[src/hdl/tsf_pkg.sv]
// ----------------------------------------------------------------------------
// tsf_pkg: shared types and constants of the touch sample filter
// Request, report and mode codes, field widths and reset values.
// ----------------------------------------------------------------------------
package tsf_pkg;

  localparam int SAMPLE_BITS_DEF = 10;
  localparam int LIMIT_W         = 10;
  localparam int REQ_W           = 2;
  localparam int CODE_W          = 2;
  localparam int NUM_CELLS       = 3;
  localparam logic [LIMIT_W-1:0] LIMIT_RESET = LIMIT_W'(10);

  typedef enum logic [REQ_W-1:0] {
    REQ_PEN  = 2'd0,
    REQ_CONV = 2'd1,
    REQ_TICK = 2'd2,
    REQ_NONE = 2'd3
  } req_t;

  typedef enum logic [CODE_W-1:0] {
    KIND_NONE     = 2'd0,
    KIND_RELEASE  = 2'd1,
    KIND_POSITION = 2'd2
  } kind_t;

  typedef enum logic [CODE_W-1:0] {
    MODE_WAIT_DOWN = 2'd0,
    MODE_MEASURE   = 2'd1,
    MODE_WAIT_UP   = 2'd2
  } mode_t;

endpackage

[src/hdl/touch_sample_filter_fsm_core.sv]
// ----------------------------------------------------------------------------
// touch_sample_filter_fsm_core: four-sample jitter filter for a touch panel
// Takes pen, conversion and tick events, collects bursts of four sample pairs
// in a shift line of cells, checks jitter and reports release or position.
// ----------------------------------------------------------------------------
//
//  Channel | Signals                                         | Flow
//  --------+-------------------------------------------------+-----------
//  in      | in_valid, in_stall, req_type, pen_up,           | valid/stall
//          | x_sample, y_sample                              |
//  out     | out_valid, out_stall, report_kind, next_mode,   | valid/stall
//          | x_pos, y_pos                                    |
//  cfg     | cfg_valid, cfg_ready, cfg_data (jitter_limit)   | valid/ready
//
//  One event beat per cycle while in_stall is low; each beat yields one
//  result beat in the cycle after, from the output register. The jitter test
//  and mean work in the accepting cycle on three cells plus the incoming pair.
//  Reset (rst, synchronous) clears the sample count, the output valid and
//  sets jitter_limit to 10; cell contents are not reset.
//  in_stall rises only while a result waits and out_stall is high.
//
module touch_sample_filter_fsm_core
  import tsf_pkg::*;
#(
  parameter int SAMPLE_BITS = SAMPLE_BITS_DEF
) (
  input  logic                   clk,
  input  logic                   rst,
  // event channel
  input  logic                   in_valid,
  output logic                   in_stall,
  input  logic [REQ_W-1:0]       req_type,
  input  logic                   pen_up,
  input  logic [SAMPLE_BITS-1:0] x_sample,
  input  logic [SAMPLE_BITS-1:0] y_sample,
  // result channel
  output logic                   out_valid,
  input  logic                   out_stall,
  output logic [CODE_W-1:0]      report_kind,
  output logic [CODE_W-1:0]      next_mode,
  output logic [SAMPLE_BITS-1:0] x_pos,
  output logic [SAMPLE_BITS-1:0] y_pos,
  // configuration channel
  input  logic                   cfg_valid,
  output logic                   cfg_ready,
  input  logic [LIMIT_W-1:0]     cfg_data
);

  // configuration register
  logic [LIMIT_W-1:0] jitter_limit;

  assign cfg_ready = 1'b1;

  always_ff @(posedge clk) begin
    if (rst) begin
      jitter_limit <= LIMIT_RESET;
    end else if (cfg_valid && cfg_ready) begin
      jitter_limit <= cfg_data;
    end
  end

  // handshake: the output register takes a new beat when empty or draining
  logic in_accept;

  assign in_stall  = out_valid && out_stall;
  assign in_accept = in_valid && !in_stall;

  // decode the event
  logic conv_beat;
  logic [1:0] sample_count;
  logic [1:0] sample_count_next;

  assign conv_beat = in_accept && !pen_up && (req_t'(req_type) == REQ_CONV);

  // shift line of cells: after three conversions tap 3 holds sample 0,
  // tap 2 sample 1 and tap 1 sample 2; the incoming pair on tap 0 is sample 3
  logic [SAMPLE_BITS-1:0] x_tap [NUM_CELLS+1];
  logic [SAMPLE_BITS-1:0] y_tap [NUM_CELLS+1];

  assign x_tap[0] = x_sample;
  assign y_tap[0] = y_sample;

  for (genvar i = 0; i < NUM_CELLS; i++) begin : g_cell
    tsf_cell #(
      .SAMPLE_BITS(SAMPLE_BITS)
    ) u_cell (
      .clk     (clk),
      .shift_en(conv_beat),
      .x_in    (x_tap[i]),
      .y_in    (y_tap[i]),
      .x_out   (x_tap[i+1]),
      .y_out   (y_tap[i+1])
    );
  end

  logic                   pass;
  logic [SAMPLE_BITS-1:0] x_avg;
  logic [SAMPLE_BITS-1:0] y_avg;

  tsf_check #(
    .SAMPLE_BITS(SAMPLE_BITS)
  ) u_check (
    .x0   (x_tap[3]),
    .x1   (x_tap[2]),
    .x2   (x_tap[1]),
    .x3   (x_tap[0]),
    .y0   (y_tap[3]),
    .y1   (y_tap[2]),
    .y2   (y_tap[1]),
    .y3   (y_tap[0]),
    .limit(jitter_limit),
    .pass (pass),
    .x_avg(x_avg),
    .y_avg(y_avg)
  );

  // result of this beat
  kind_t                  kind_next;
  mode_t                  mode_next;
  logic [SAMPLE_BITS-1:0] x_pos_next;
  logic [SAMPLE_BITS-1:0] y_pos_next;

  always_comb begin
    kind_next         = KIND_NONE;
    mode_next         = MODE_MEASURE;
    x_pos_next        = '0;
    y_pos_next        = '0;
    sample_count_next = sample_count;
    if (pen_up) begin
      // release: drop any partial burst
      kind_next         = KIND_RELEASE;
      mode_next         = MODE_WAIT_DOWN;
      sample_count_next = 2'd0;
    end else if (req_t'(req_type) == REQ_CONV) begin
      if (sample_count == 2'd3) begin
        if (pass) begin
          kind_next  = KIND_POSITION;
          x_pos_next = x_avg;
          y_pos_next = y_avg;
        end
        mode_next         = MODE_WAIT_UP;
        sample_count_next = 2'd0;
      end else begin
        sample_count_next = sample_count + 2'd1;
      end
    end
  end

  // sample count advances only on accepted beats
  always_ff @(posedge clk) begin
    if (rst) begin
      sample_count <= 2'd0;
    end else if (in_accept) begin
      sample_count <= sample_count_next;
    end
  end

  // output register: load on accept, drop valid once taken
  always_ff @(posedge clk) begin
    if (rst) begin
      out_valid <= 1'b0;
    end else if (in_accept) begin
      out_valid <= 1'b1;
    end else if (!out_stall) begin
      out_valid <= 1'b0;
    end
  end

  always_ff @(posedge clk) begin
    if (in_accept) begin
      report_kind <= kind_next;
      next_mode   <= mode_next;
      x_pos       <= x_pos_next;
      y_pos       <= y_pos_next;
    end
  end

endmodule

[src/hdl/tsf_cell.sv]
// ----------------------------------------------------------------------------
// tsf_cell: one stage of the sample shift line
// Holds one X/Y sample pair and passes it on to the next cell when enabled.
// ----------------------------------------------------------------------------
module tsf_cell
  import tsf_pkg::*;
#(
  parameter int SAMPLE_BITS = SAMPLE_BITS_DEF
) (
  input  logic                   clk,
  input  logic                   shift_en,
  input  logic [SAMPLE_BITS-1:0] x_in,
  input  logic [SAMPLE_BITS-1:0] y_in,
  output logic [SAMPLE_BITS-1:0] x_out,
  output logic [SAMPLE_BITS-1:0] y_out
);

  logic [SAMPLE_BITS-1:0] x_hold;
  logic [SAMPLE_BITS-1:0] y_hold;

  // capture the neighbour's pair on each conversion beat
  always_ff @(posedge clk) begin
    if (shift_en) begin
      x_hold <= x_in;
      y_hold <= y_in;
    end
  end

  assign x_out = x_hold;
  assign y_out = y_hold;

endmodule

[src/hdl/tsf_check.sv]
// ----------------------------------------------------------------------------
// tsf_check: jitter test and four-sample mean
// Checks samples 2 and 3 against the mean of their two predecessors on both
// axes and forms the truncated average of all four.
// ----------------------------------------------------------------------------
module tsf_check
  import tsf_pkg::*;
#(
  parameter int SAMPLE_BITS = SAMPLE_BITS_DEF
) (
  input  logic [SAMPLE_BITS-1:0] x0,
  input  logic [SAMPLE_BITS-1:0] x1,
  input  logic [SAMPLE_BITS-1:0] x2,
  input  logic [SAMPLE_BITS-1:0] x3,
  input  logic [SAMPLE_BITS-1:0] y0,
  input  logic [SAMPLE_BITS-1:0] y1,
  input  logic [SAMPLE_BITS-1:0] y2,
  input  logic [SAMPLE_BITS-1:0] y3,
  input  logic [LIMIT_W-1:0]     limit,
  output logic                   pass,
  output logic [SAMPLE_BITS-1:0] x_avg,
  output logic [SAMPLE_BITS-1:0] y_avg
);

  localparam int CMP_W = (SAMPLE_BITS > LIMIT_W) ? SAMPLE_BITS : LIMIT_W;

  function automatic logic near(input logic [SAMPLE_BITS-1:0] p0,
                                input logic [SAMPLE_BITS-1:0] p1,
                                input logic [SAMPLE_BITS-1:0] s,
                                input logic [LIMIT_W-1:0]     lim);
    logic [SAMPLE_BITS:0]   sum;
    logic [SAMPLE_BITS-1:0] mean;
    logic [SAMPLE_BITS-1:0] diff;
    sum  = {1'b0, p0} + {1'b0, p1};
    mean = sum[SAMPLE_BITS:1];
    diff = (s > mean) ? (s - mean) : (mean - s);
    return CMP_W'(diff) <= CMP_W'(lim);
  endfunction

  logic [SAMPLE_BITS+1:0] x_sum;
  logic [SAMPLE_BITS+1:0] y_sum;

  assign pass = near(x0, x1, x2, limit) && near(y0, y1, y2, limit) &&
                near(x1, x2, x3, limit) && near(y1, y2, y3, limit);

  assign x_sum = (SAMPLE_BITS+2)'(x0) + (SAMPLE_BITS+2)'(x1) +
                 (SAMPLE_BITS+2)'(x2) + (SAMPLE_BITS+2)'(x3);
  assign y_sum = (SAMPLE_BITS+2)'(y0) + (SAMPLE_BITS+2)'(y1) +
                 (SAMPLE_BITS+2)'(y2) + (SAMPLE_BITS+2)'(y3);

  // drop the two low bits: truncated mean of four
  assign x_avg = x_sum[SAMPLE_BITS+1:2];
  assign y_avg = y_sum[SAMPLE_BITS+1:2];

endmodule

[config.mk]
export PLATFORM = sky130hd
export DESIGN_NAME = touch_sample_filter_fsm_core
export DESIGN_NICKNAME = d
export VERILOG_FILES = /design/src/hdl/tsf_pkg.sv /design/src/hdl/touch_sample_filter_fsm_core.sv /design/src/hdl/tsf_cell.sv /design/src/hdl/tsf_check.sv
export SDC_FILE = /design/constraint.sdc
export NUM_CORES = 1
export LEC_CHECK = 0
export BUFFER_PORTS_ARGS = -buffer_cell sky130_fd_sc_hd__buf_2
export CAP_MARGIN = 20
export CORE_UTILIZATION = 45
export CTS_CLUSTER_SIZE = 8
export DETAILED_ROUTE_END_ITERATION = 10
export HOLD_SLACK_MARGIN = 0.05
export SLEW_MARGIN = 10
export SYNTH_ARGS = -nofsm -noshare
export SYNTH_HDL_FRONTEND = slang
export SYNTH_HIERARCHICAL = 1
export SYNTH_SLANG_ARGS = --single-unit
[constraint.sdc]
create_clock -name clk -period 5.59 [get_ports clk]
set_clock_uncertainty 0.2 [all_clocks]
set_input_delay 1.677 -clock clk [delete_from_list [all_inputs] [get_ports clk]]
set_output_delay 1.677 -clock clk [all_outputs]
set_load 0.01 [all_outputs]
==> results of run 1 <==
[where the power goes]
group | switching [W] | internal, W | leakage, nW
combinational | 0.000468 | 0.000410 | 5.03
sequential | 0.0000124 | 0.000803 | 0.894
clock | 0.000284 | 0.000341 | 0.148
total | 0.000765 | 0.00155 | 6.07
[cell type report]
type / count / area, µm² / area share
Multi-Input combinational cell: 832 / 7460 / 0.587
Sequential cell: 97 / 2780 / 0.219
Timing Repair Buffer: 199 / 1360 / 0.107
Inverter: 112 / 420 / 0.0331
Tap cell: 313 / 392 / 0.0308
Clock buffer: 12 / 268 / 0.0211
Clock inverter: 4 / 22.5 / 0.00177
[per-layer routing]
layer / vias up / GRT usage
met4: 0 / 0.0500
met2: 172 / 0.346
met5: - / 0
met1: 3874 / 0.332
met3: 19 / 0.0354
li1: 4117 / -
[cells in the final DEF, fill, tap and decap left out, types with 4 or more instances in the layout]
cell,Yosys,routed
fa_1,52,49
buf_2,2,63
or3_1,4,4
clkbuf_16,0,10
nand4_1,10,10
o21ai_1,7,9
a21boi_0,5,4
and2_1,27,21
nor2_1,60,59
mux2i_1,44,39
a21o_1,51,51
a21oi_2,2,9
xnor2_1,41,40
o21bai_1,4,4
and2_4,0,5
and3_1,6,4
inv_1,112,112
a211oi_1,7,7
nand3_1,17,17
edfxtp_1,84,84
mux2i_2,0,5
nor3_1,26,24
buf_4,3,132
a31oi_1,6,5
nand2_1,33,33
nand2b_1,12,12
o21ai_0,26,24
xor2_1,41,41
or2_2,5,5
ha_1,178,177
o21a_1,9,8
dfxtp_1,13,13
and3_4,2,6
nand3b_1,4,4
nor2b_1,26,26
a21oi_1,83,76
[kinds of logic (layout without fill, tap and decap cells)]
family | after synthesis | count (layout) | synth area share
other | 1 | 1 | 0.000356
XOR/XNOR | 82 | 82 | 0.0681
AND/OR/NAND/NOR | 238 | 241 | 0.118
AO/OA/AOI/OAI | 234 | 234 | 0.148
adder cells (fa/ha/maj) | 230 | 230 | 0.310
multiplexers | 44 | 44 | 0.0418
flip-flops | 97 | 97 | 0.264
buffers and inverters | 127 | 327 | 0.0494
[flip-flops by register name (all words and copies together) (netlist names)]
signal and cells:
x_pos 10, y_pos 10, g_cell.u_cell/y_out 30, next_mode 2, report_kind 2, sample_count 2
out_valid 1, jitter_limit 10, g_cell.u_cell/x_out 30
[tightest hold or removal path: cells and delay by family, from the launching register on]
family | cells | cell delay (ps)
flip-flops | 1 | 330
multiplexers | 1 | 70
AND/OR/NAND/NOR | 1 | 70
[worst max path at each step]
stage | from | end | depth (start not counted)
detailed placement | g_cell[1].u_cell/x_out[0] | y_pos[6] | 25
global route | g_cell[1].u_cell/x_out[1] | y_pos[0] | 24
CTS | g_cell[1].u_cell/x_out[0] | x_pos[7] | 25
floorplan | g_cell[1].u_cell/x_out[0] | x_pos[1] | 27
global placement | g_cell[1].u_cell/x_out[0] | y_pos[6] | 24
finish | g_cell[0].u_cell/x_out[1] | x_pos[7] | 25
[repair_timing]
item	4_1_cts	5_1_grt
pin swaps	35	28
resized for setup	27	22
buffers inserted	9	5
endpoints found under the setup margin	21	21
cloned	3	0
[stage by stage]
| step | util | hold slack, ps | setup TNS (ps) | total power [W] | area [µm²] |
|---|---|---|---|---|---|
| 2_1_floorplan | - | 260 | 0 | 0.00141 | 10500 |
| 3_3_place_gp | 0.531 | 275 | -6190 | 0.00166 | 12100 |
| 3_5_place_dp | 0.531 | 285 | -10180 | 0.00167 | 12100 |
| 4_1_cts | 0.553 | 301 | -4330 | 0.00232 | 12600 |
| 5_1_grt | 0.558 | 342 | -9830 | 0.00248 | 12700 |
| 6_report | 0.558 | 299 | -3840 | 0.00232 | 12700 |
==> impl_results.md, run 1 <==
* Status: finished with violations
* Failing checks: setup timing
* Fill cells at 2053
* Wire length on met1 at between 10000 and 15000 µm
* Drt drc at 0
* CP Data Arrival Time at just under 6000 ps
* CP max stage cell: edfxtp_1
* Share of cells above drive strength 1 at 0.218
* Reg2Reg Depth at 25
* Slew margin rel. at 0.431
* Final worst setup slack at -232 ps
* Top cells by area, synth: edfxtp_1 (24%), ha_1 (21%), fa_1 (9.9%), mux2i_1 (4.2%), inv_1 (4.0%)
* Post-synthesis sequential area ratio at 0.264
* Syn Inst Count at between 1000 and 1500
* Register bit total from synthesis at 97
* Yosys top cell by area: edfxtp_1
* Worst Hold End: jitter_limit[6]
* Clk pin slew, worst setup/hold paths at approximately 70 ps
* Netlist cell types at 62
* Clock Latency Late Sink at approximately 360 ps
* Initial core utilization at 0.463
* First-pass DRT Iterations at 5
* Initial antenna violation count at 0
* Synthesized area at between 10000 and 15000 µm²
* Max IR drop VDD at about 120 µV
* Number of flops mapped to enable cells by yosys at 84
* Die Height at between 150 and 200 µm
* Largest net degree at the start of global routing at 33
* Worst r2r dst: x_pos[7]
* Final Max Tran Viols at 0
* Met2 wire length at roughly 11000 µm
* CTS Root Cell: clkbuf_16
* CTS tree: yes
* Post-Syn Area per Cell at approximately 10 µm²
* Hold wc startpoint: jitter_limit[6]
* CP startpoint kind: flop
* Cts hold-fix bufs at 0
* Synth async-reset ratio at 0
* Number of clock sinks at 97
* H-tree levels at 3
* IO Pins at 65
* Area growth, synth to finish at 20.5%
* DR WL/cell at ~16 µm
* ANT cells at 0
* Vias in the first global route at around 8100
* GP Congestion at approximately 0.88
* 1st-iter DRT viols at 471
* Syn Nets at 1321
* Setup Slack @ Placement at -516 ps
* Critical Path End Type: flop
* Routed WL at about 26000 µm
* Vias per cell at 5.21
* Largest buffer count on any clock path at 2
* GR Util All Layers at 0.225
* WHS Path Cells at 2
* Rows at 55
* Ys Warns at 6
* ANT nets after route at 0
* Die width at about 160 µm
* Final Hold Viols at 0
* Power Density at 183 nW/µm²
* Worst flop-to-flop path startpoint: g_cell[0].u_cell/x_out[1]
* WP buf/inv at 2
* Top layer in use: met4
* WP data required at roughly 5600 ps
* Worst Tran Pin Value at 849 ps
* Count of final setup violators at 20
* Minimum clock period at between 5000 and 6000 ps
* Total clock buffers created by CTS at 9
* Class of the worst hold path: flop to flop
* Synth top area share at 0.239
* Post-synth top cells: ha_1 (178), inv_1 (112), edfxtp_1 (84)
* MaxCap Viol Count at 0
* Leak at slightly above 6 nW
* Placed insts at 1536
* Via count at 8182
* Most numerous cell in the Yosys netlist: ha_1
* Layout Cells excl Fill at 1569
* Ys flop type: edfxtp_1
* Routed length on met3 at ~1400 µm
* Top delay family on crit path: compound AO/OA/AOI/OAI gates
* Fmax achieved at about 170 MHz
* First-pass GRT wire length at ~42000 µm
* DIE AREA at roughly 24000 µm²
* Final nets at about 1500
* Core area at roughly 23000 µm²
* CP max stage delay at between 400 and 500 ps
* Total grt overflow at 0
* Final worst-path cycle share at 1.04
* CP max FO at 6
* RSZ-0062 raised after global routing: true
* Post-DP HPWL at between 20000 and 25000 µm
* Kind of critical path: flop to flop
* Reg2reg setup slack at -230 ps
* I/O Buffers at 63
No activity file was read; power rests on OpenSTA's default activity.
==> run 2: changes to the inputs <==
CORE_UTILIZATION = 55   (was 45)
PLACE_DENSITY = 0.76   (was not set)
SETUP_SLACK_MARGIN = 0.4   (was not set)
==> run 2 against run 1 <==
  * The flow still finishes with violations (setup timing)
  * Sequential share of layout area barely moved
  * Die area decreased by 18%
  * Cell count fell by 5.5%
  * Wire length increased by 4.2%
  * Clock-buffer cell count shrank 1
  * Non-clock buffer count shrank 6
  * Critical path type unchanged
  * Critical endpoint is now y_pos[9]
  * Highest routed layer unchanged
==> impl_results.md, run 2 (same netlist as run 1, synthesis figures left out) <==
* Number of clock sinks at 97 (unchanged)
* GP Congestion at 0.906 (+2.7%)
* Power Density at 187 nW/µm² (+2.5%)
* DIE AREA at 19700 µm² (-18%)
* H-tree levels at 3 (unchanged)
* GR Util All Layers at 0.276 (+0.0512)
* Class of the worst hold path: flop to flop
* Cell mode on critical path: buf_6
* Worst Tran Pin Value at 844 ps (-5.68 ps)
* Minimum clock period at 5970 ps (+147 ps)
* Fin util at 0.678 (+0.120)
* Clk pwr share at 0.280 (+0.011)
* Layout Cells excl Fill at 1483 (-5.5%)
* Via count at 8576 (+4.8%)
* Area growth, synth to finish at 20.7%
* CP Data Arrival Time at 6000 ps (+140 ps)
* Vias per cell at 5.78 (+11%)
* Total clock buffers created by CTS at 9 (unchanged)
* Placed insts at 1445 (-5.9%)
* CP max FO at 8 (+2)
* DR WL/cell at 18.2 µm (+10%)
* Routed WL at 26900 µm (+4.2%)
* CP max stage delay at 410 ps (-20 ps)
* CP startpoint kind: flop
* Vias in the first global route at 8509 (+5.6%)
* P_int at 0.00160 W (+3.2%)
* Max IR drop VDD at 160 µV (+38%)
* Clk pin slew, worst setup/hold paths at 70 ps (about the same)
* Placed cell areas at 11900 µm² (-1.5%)
* First-pass DRT Iterations at 5 (unchanged)
* Core area at 18800 µm² (-18%)
* MaxCap Viol Count at 0 (unchanged)
* Largest net degree at the start of global routing at 32 (-3.0%)
* Commonest non-fill, non-tap cell in the layout: ha_1
* Kind of critical path: flop to flop
* Drt drc at 0 (unchanged)
* Post-route design area at 12700 µm² (+0.14%)
* Count of final setup violators at 21 (+5.0%)
* WP data required at 5620 ps (about the same)
* Final TNS setup at -6920 ps (-3080 ps)
* Die Height at 140 µm (-9.4%)
* ANT cells at 0 (unchanged)
* Top delay family on crit path: simple AND/OR/NAND/NOR gates
* Leak at 6.08 nW (+0.18%)
* Final nets at 1513 (-0.39%)
* CP Depth at 31 (+24%)
* Sw frac at 0.326 (-0.00375)
* Status: finished with violations
* WP buf/inv at 9 (+7)
* Critical Path End Type: flop
* WHS Path Cells at 2 (unchanged)
* CTS Root Cell: clkbuf_16
* CTS tree: yes
* Initial antenna violation count at 0 (unchanged)
* Final Hold Viols at 0 (unchanged)
* Share of cells above drive strength 1 at 0.225 (+0.00683)
* Initial core utilization at 0.562 (+0.0989)
* Post-DP HPWL at 20000 µm (-1.3%)
* Final Max Tran Viols at 0 (unchanged)
* Reg2Reg Depth at 31 (+24%)
* Clock Latency Late Sink at 360 ps (about the same)
* Slew margin rel. at 0.438 (+0.00627)
* Rows at 50 (-9.1%)
* Worst hold slack at 305 ps (+5.56 ps)
* P_sw at 0.000776 W (+1.5%)
* ANT nets after route at 0 (unchanged)
* Logic pwr share at 0.377 (-0.002)
* RSZ-0062 raised after global routing: true
* Total grt overflow at 0 (unchanged)
* Reg power frac at 0.343 (-0.009)
* Commonest cells after routing, fill and taps aside: ha_1 (174), buf_4 (118), inv_1 (111)
* Die width at 140 µm (-9.4%)
* Final worst setup slack at -379 ps (-147 ps)
* Largest buffer count on any clock path at 2 (unchanged)
* Fmax achieved at 168 MHz (-2.5%)
* First-pass GRT wire length at 42700 µm (+1.7%)
* 1st-iter DRT viols at 596 (+27%)
* Final worst-path cycle share at 1.07 (+0.0263)
* IO Pins at 65 (unchanged)
* CP max stage cell: edfxtp_1
* Failing checks: setup timing
* I/O Buffers at 63 (unchanged)
-- run 2: worst reg2reg max path: cells and delay by family (launching register included) --
family | cells | cell delay (ps)
buffers and inverters | 9 | 860
xor gates and xnor gates | 2 | 330
adders and majority gates | 3 | 910
DFF | 1 | 410
and+or+nand+nor | 10 | 1640
AOI/OAI and AO/OA | 6 | 1310
muxes | 1 | 210
-- run 2: layout make-up --
class,count,area [µm²]
sequential,97,2780
timing repair buffer,193,1350
clock buffer,11,233
fill,1425,6040
clock inverter,4,68.8
inverter,112,420
tap,234,293
multi-input combinational,832,7580
-- run 2: per-layer routing --
layer / share of wire / wire length [µm] / global-route usage
met1: 0.45 / 12200 / 0.378
met2: 0.47 / 12700 / 0.463
met3: 0.054 / 1460 / 0.0301
met4: 0.021 / 554 / 0.0812
met5: 0 / 0 / 0
-- run 2: repair_timing --
| action | in CTS | in global routing |
|---|---|---|
| endpoints found under the setup margin | 21 | 21 |
| cloned | 3 | 0 |
| pin swaps | 32 | 23 |
| gates resized for setup | 29 | 45 |
| setup buffers | 17 | 3 |
| hold buffers | 0 | 0 |
-- run 2: worst paths after layout --
| kind | startpoint | to | slack, ps |
|---|---|---|---|
| worst max-delay path | g_cell[1].u_cell/y_out[0] | y_pos[9] | -380 |
| worst min-delay path | sample_count[1] | sample_count[1] | 300 |
| worst max register to register | g_cell[1].u_cell/y_out[0] | y_pos[9] | -380 |
| worst min register to register | sample_count[1] | sample_count[1] | 300 |
-- run 2: power by group through the flow --
stage / registers [W] / logic (W) / clock network (W)
finish: 0.000816 / 0.000899 / 0.000666
global route: 0.000818 / 0.000991 / 0.000699
CTS: 0.000816 / 0.000857 / 0.000674
detailed placement: 0.000832 / 0.000831 / 0
global placement: 0.000831 / 0.000807 / 0
floorplan: 0.000836 / 0.000580 / 0
-- run 2: metrics by stage --
step / setup slack [ps] / total power [W]
after global placement: -229 / 0.00164
after detailed placement: -348 / 0.00166
after global routing: -562 / 0.00251
final: -379 / 0.00238
after CTS: -173 / 0.00235
after floorplan: 88.1 / 0.00142
==> run 3: changes to the inputs <==
ABC_AREA = 1   (was not set)
==> run 3 against run 2 <==
  * Critical path type unchanged
  * Worst hold slack lost 35 ps
  * Highest routed layer unchanged
  * Synthesized cell count grew 60%
  * The run ends with DRC left
  * Worst setup slack gained 1000 ps
  * Largest cell class unchanged
  * Register-to-register slack gained 1000 ps
  * Utilization shrank 6.8 points
  * Total power grew 2.5%
  * Fmax grew 20%
  * Critical endpoint is now x_pos[5]
  * Die area grew 18%
  * Clock-buffer cell count shrank 2
  * First-iteration DRC count grew 24%
  * Sequential share of layout area shrank 1.2 points
  * Largest power group unchanged
==> impl_results.md, run 3 <==
* Via count at 10800 (+26%)
* Routed WL at 29400 µm (+9.2%)
* CP startpoint kind: flop
* IO Pins at 65 (unchanged)
* GR Util All Layers at 0.260 (-0.0163)
* Critical Path End Type: flop
* RSZ-0062 raised after global routing: false
* Cts hold-fix bufs at 0 (unchanged)
* Drt drc at 2 (+2)
* Yosys top cell by area: edfxtp_1
* Final worst-path cycle share at 0.890 (-0.178)
* MaxCap Viol Count at 0 (unchanged)
* Number of flops mapped to enable cells by yosys at 84 (unchanged)
* Power Density at 182 nW/µm² (-3.0%)
* Worst Tran Pin Value at 954 ps (+110 ps)
* Netlist cell types at 41 (-34%)
* Initial antenna violation count at 0 (unchanged)
* CTS Root Cell: clkbuf_16
* Syn Inst Count at 1689 (+60%)
* Area growth, synth to finish at 8.03%
* Ys flop type: edfxtp_1
* Max IR drop VDD at 128 µV (-20%)
* Ys Warns at 6 (unchanged)
* Fill cells at 2010 (+41%)
* Initial core utilization at 0.565 (+0.00300)
* Number of clock sinks at 97 (unchanged)
* WP data required at 5610 ps (about the same)
* Final Hold Viols at 0 (unchanged)
* Post-synthesis sequential area ratio at 0.224 (-0.0402)
* Final TNS setup at 0 ps (+6920 ps)
* CP max FO at 20 (+12)
* ANT nets after route at 0 (unchanged)
* 1st-iter DRT viols at 740 (+24%)
* Fmax achieved at 201 MHz (+20%)
* Most numerous cell in the Yosys netlist: nand2_1
* Commonest cells after routing, fill and taps aside: nand2_1 (484), inv_1 (310), ha_1 (175)
* H-tree levels at 3 (unchanged)
* CP max stage cell: edfxtp_1
* I/O Buffers at 63 (unchanged)
* Core area at 22000 µm² (+17%)
* Vias per cell at 5.31 (-8.3%)
* Minimum clock period at 4970 ps (-996 ps)
* Slew margin rel. at 0.363 (-0.0743)
* Cell mode on critical path: nand2_1
* CTS tree: yes
* First-pass DRT Iterations at 9 (+4)
* Largest buffer count on any clock path at 2 (unchanged)
* Synth top area share at 0.203 (-0.0365)
* Clock Latency Late Sink at 360 ps (about the same)
* Kind of critical path: flop to flop
* Post-DP HPWL at 24300 µm (+21%)
* Total clock buffers created by CTS at 9 (unchanged)
* Final nets at 2024 (+34%)
* Failing checks: DRC
* Register bit total from synthesis at 97 (unchanged)
* ANT cells at 0 (unchanged)
* Clk pin slew, worst setup/hold paths at 80 ps (about the same)
* Synthesized area at 12400 µm² (+18%)
* CP Data Arrival Time at 4990 ps (-1010 ps)
* Commonest non-fill, non-tap cell in the layout: nand2_1
* Vias in the first global route at 10100 (+18%)
* Total grt overflow at 0 (unchanged)
* Leak at 7.22 nW (+19%)
* DIE AREA at 23200 µm² (+18%)
* Rows at 54 (+8.0%)
* Count of final setup violators at 0 (-100%)
* Top cells by area, synth: edfxtp_1 (20%), ha_1 (18%), nand2_1 (15%), inv_1 (9.4%), fa_1 (8.4%)
* Synth async-reset ratio at 0 (unchanged)
* Class of the worst hold path: flop to flop
* Syn Nets at 1957 (+48%)
* Post-Syn Area per Cell at 7.37 µm² (-26%)
* Post-synth top cells: nand2_1 (484), inv_1 (310), ha_1 (178)
* CP max stage delay at 460 ps (+50 ps)
* First-pass GRT wire length at 48700 µm (+14%)
* Share of cells above drive strength 1 at 0.111 (-0.114)
* GP Congestion at 0.889 (-1.8%)
* DR WL/cell at 14.4 µm (-21%)
* Die width at 152 µm (+8.5%)
* Fin util at 0.610 (-0.0678)
* Status: finished with violations
* Die Height at 152 µm (+8.5%)
* Largest net degree at the start of global routing at 62 (+94%)
* Final Max Tran Viols at 0 (unchanged)
[run 3: changes by cell type after synthesis, moves of 22 or more]
cell | before | now
nor2_1 | 60 | 92
mux2i_1 | 44 | 0
inv_1 | 112 | 310
xnor2_1 | 41 | 16
nor2_2 | 0 | 22
and2_1 | 27 | 1
a21o_1 | 51 | 6
nor2b_1 | 26 | 0
nand2_1 | 33 | 484
nand3_2 | 1 | 24
nand3_1 | 17 | 114
[run 3: cells by family (layout without fill, tap and decap cells)]
family          after synthesis  after routing  synth area share
compound gates              162            162            0.0759
xor+xnor                     62             62            0.0436
fa+ha+maj                   230            230             0.263
buf+inv                     338            410             0.108
flops                        97             97             0.224
other cells                   1              1          0.000301
simple gates                799            799             0.285
[run 3: final cells by class]
type / instances / area, µm² / share of cell area
clock inverter: 7 / 85.1 / 0.00633
timing repair buffer: 76 / 425 / 0.0316
sequential: 97 / 2780 / 0.207
inverter: 318 / 1190 / 0.0888
tap: 280 / 350 / 0.0261
multi-input combinational: 1254 / 8380 / 0.623
clock buffer: 9 / 225 / 0.0168
[run 3: critical path: cells and delay by family (launching register included)]
kind / cells / cell delay (ps)
adders and majority gates: 4 / 1290
buffers and inverters: 3 / 310
AOI/OAI and AO/OA: 3 / 540
DFF: 1 / 460
and+or+nand+nor: 18 / 2010
[run 3: report_power, final]
part / total, W / internal (W) / switching (W) / leakage (nW)
logic: 0.000950 / 0.000348 / 0.000602 / 6.18
registers: 0.000821 / 0.000805 / 0.0000158 / 0.894
clock network: 0.000669 / 0.000358 / 0.000311 / 0.152
[run 3: worst paths after layout]
path	start	endpoint	slack, ps	cells after the start
worst max-delay path	g_cell[1].u_cell/y_out[0]	x_pos[5]	620	28
worst min-delay path	jitter_limit[3]	jitter_limit[3]	270	2
worst max register to register	g_cell[1].u_cell/y_out[0]	x_pos[5]	620	28
worst min register to register	jitter_limit[3]	jitter_limit[3]	270	2
[run 3: timing repair]
item                                   4_1_cts  5_1_grt
endpoints found under the hold margin        0        0
resized for setup                            1       18
pin swaps                                    0        3
setup endpoints to repair                   20       21
setup buffers                                0       11
[run 3: routing by layer]
| metal | GRT usage | part of all wire | up-vias |
|---|---|---|---|
| met3 | 0.0412 | 0.066 | 39 |
| met4 | 0.0685 | 0.019 | 0 |
| met2 | 0.410 | 0.44 | 313 |
| li1 | - | - | 5499 |
| met1 | 0.371 | 0.48 | 4978 |
| met5 | 0 | 0 | - |
[run 3: through the flow]
stage | power, W | instances | worst slack [ps] | instance area, µm² | hold slack (ps)
floorplan | 0.00154 | 1689 | 496 | 12400 | 229
global placement | 0.00175 | 2014 | 403 | 13000 | 244
detailed placement | 0.00176 | 2014 | 366 | 13000 | 264
CTS | 0.00244 | 2030 | 443 | 13300 | 280
global route | 0.00262 | 2041 | 407 | 13400 | 303
finish | 0.00244 | 2041 | 617 | 13400 | 269
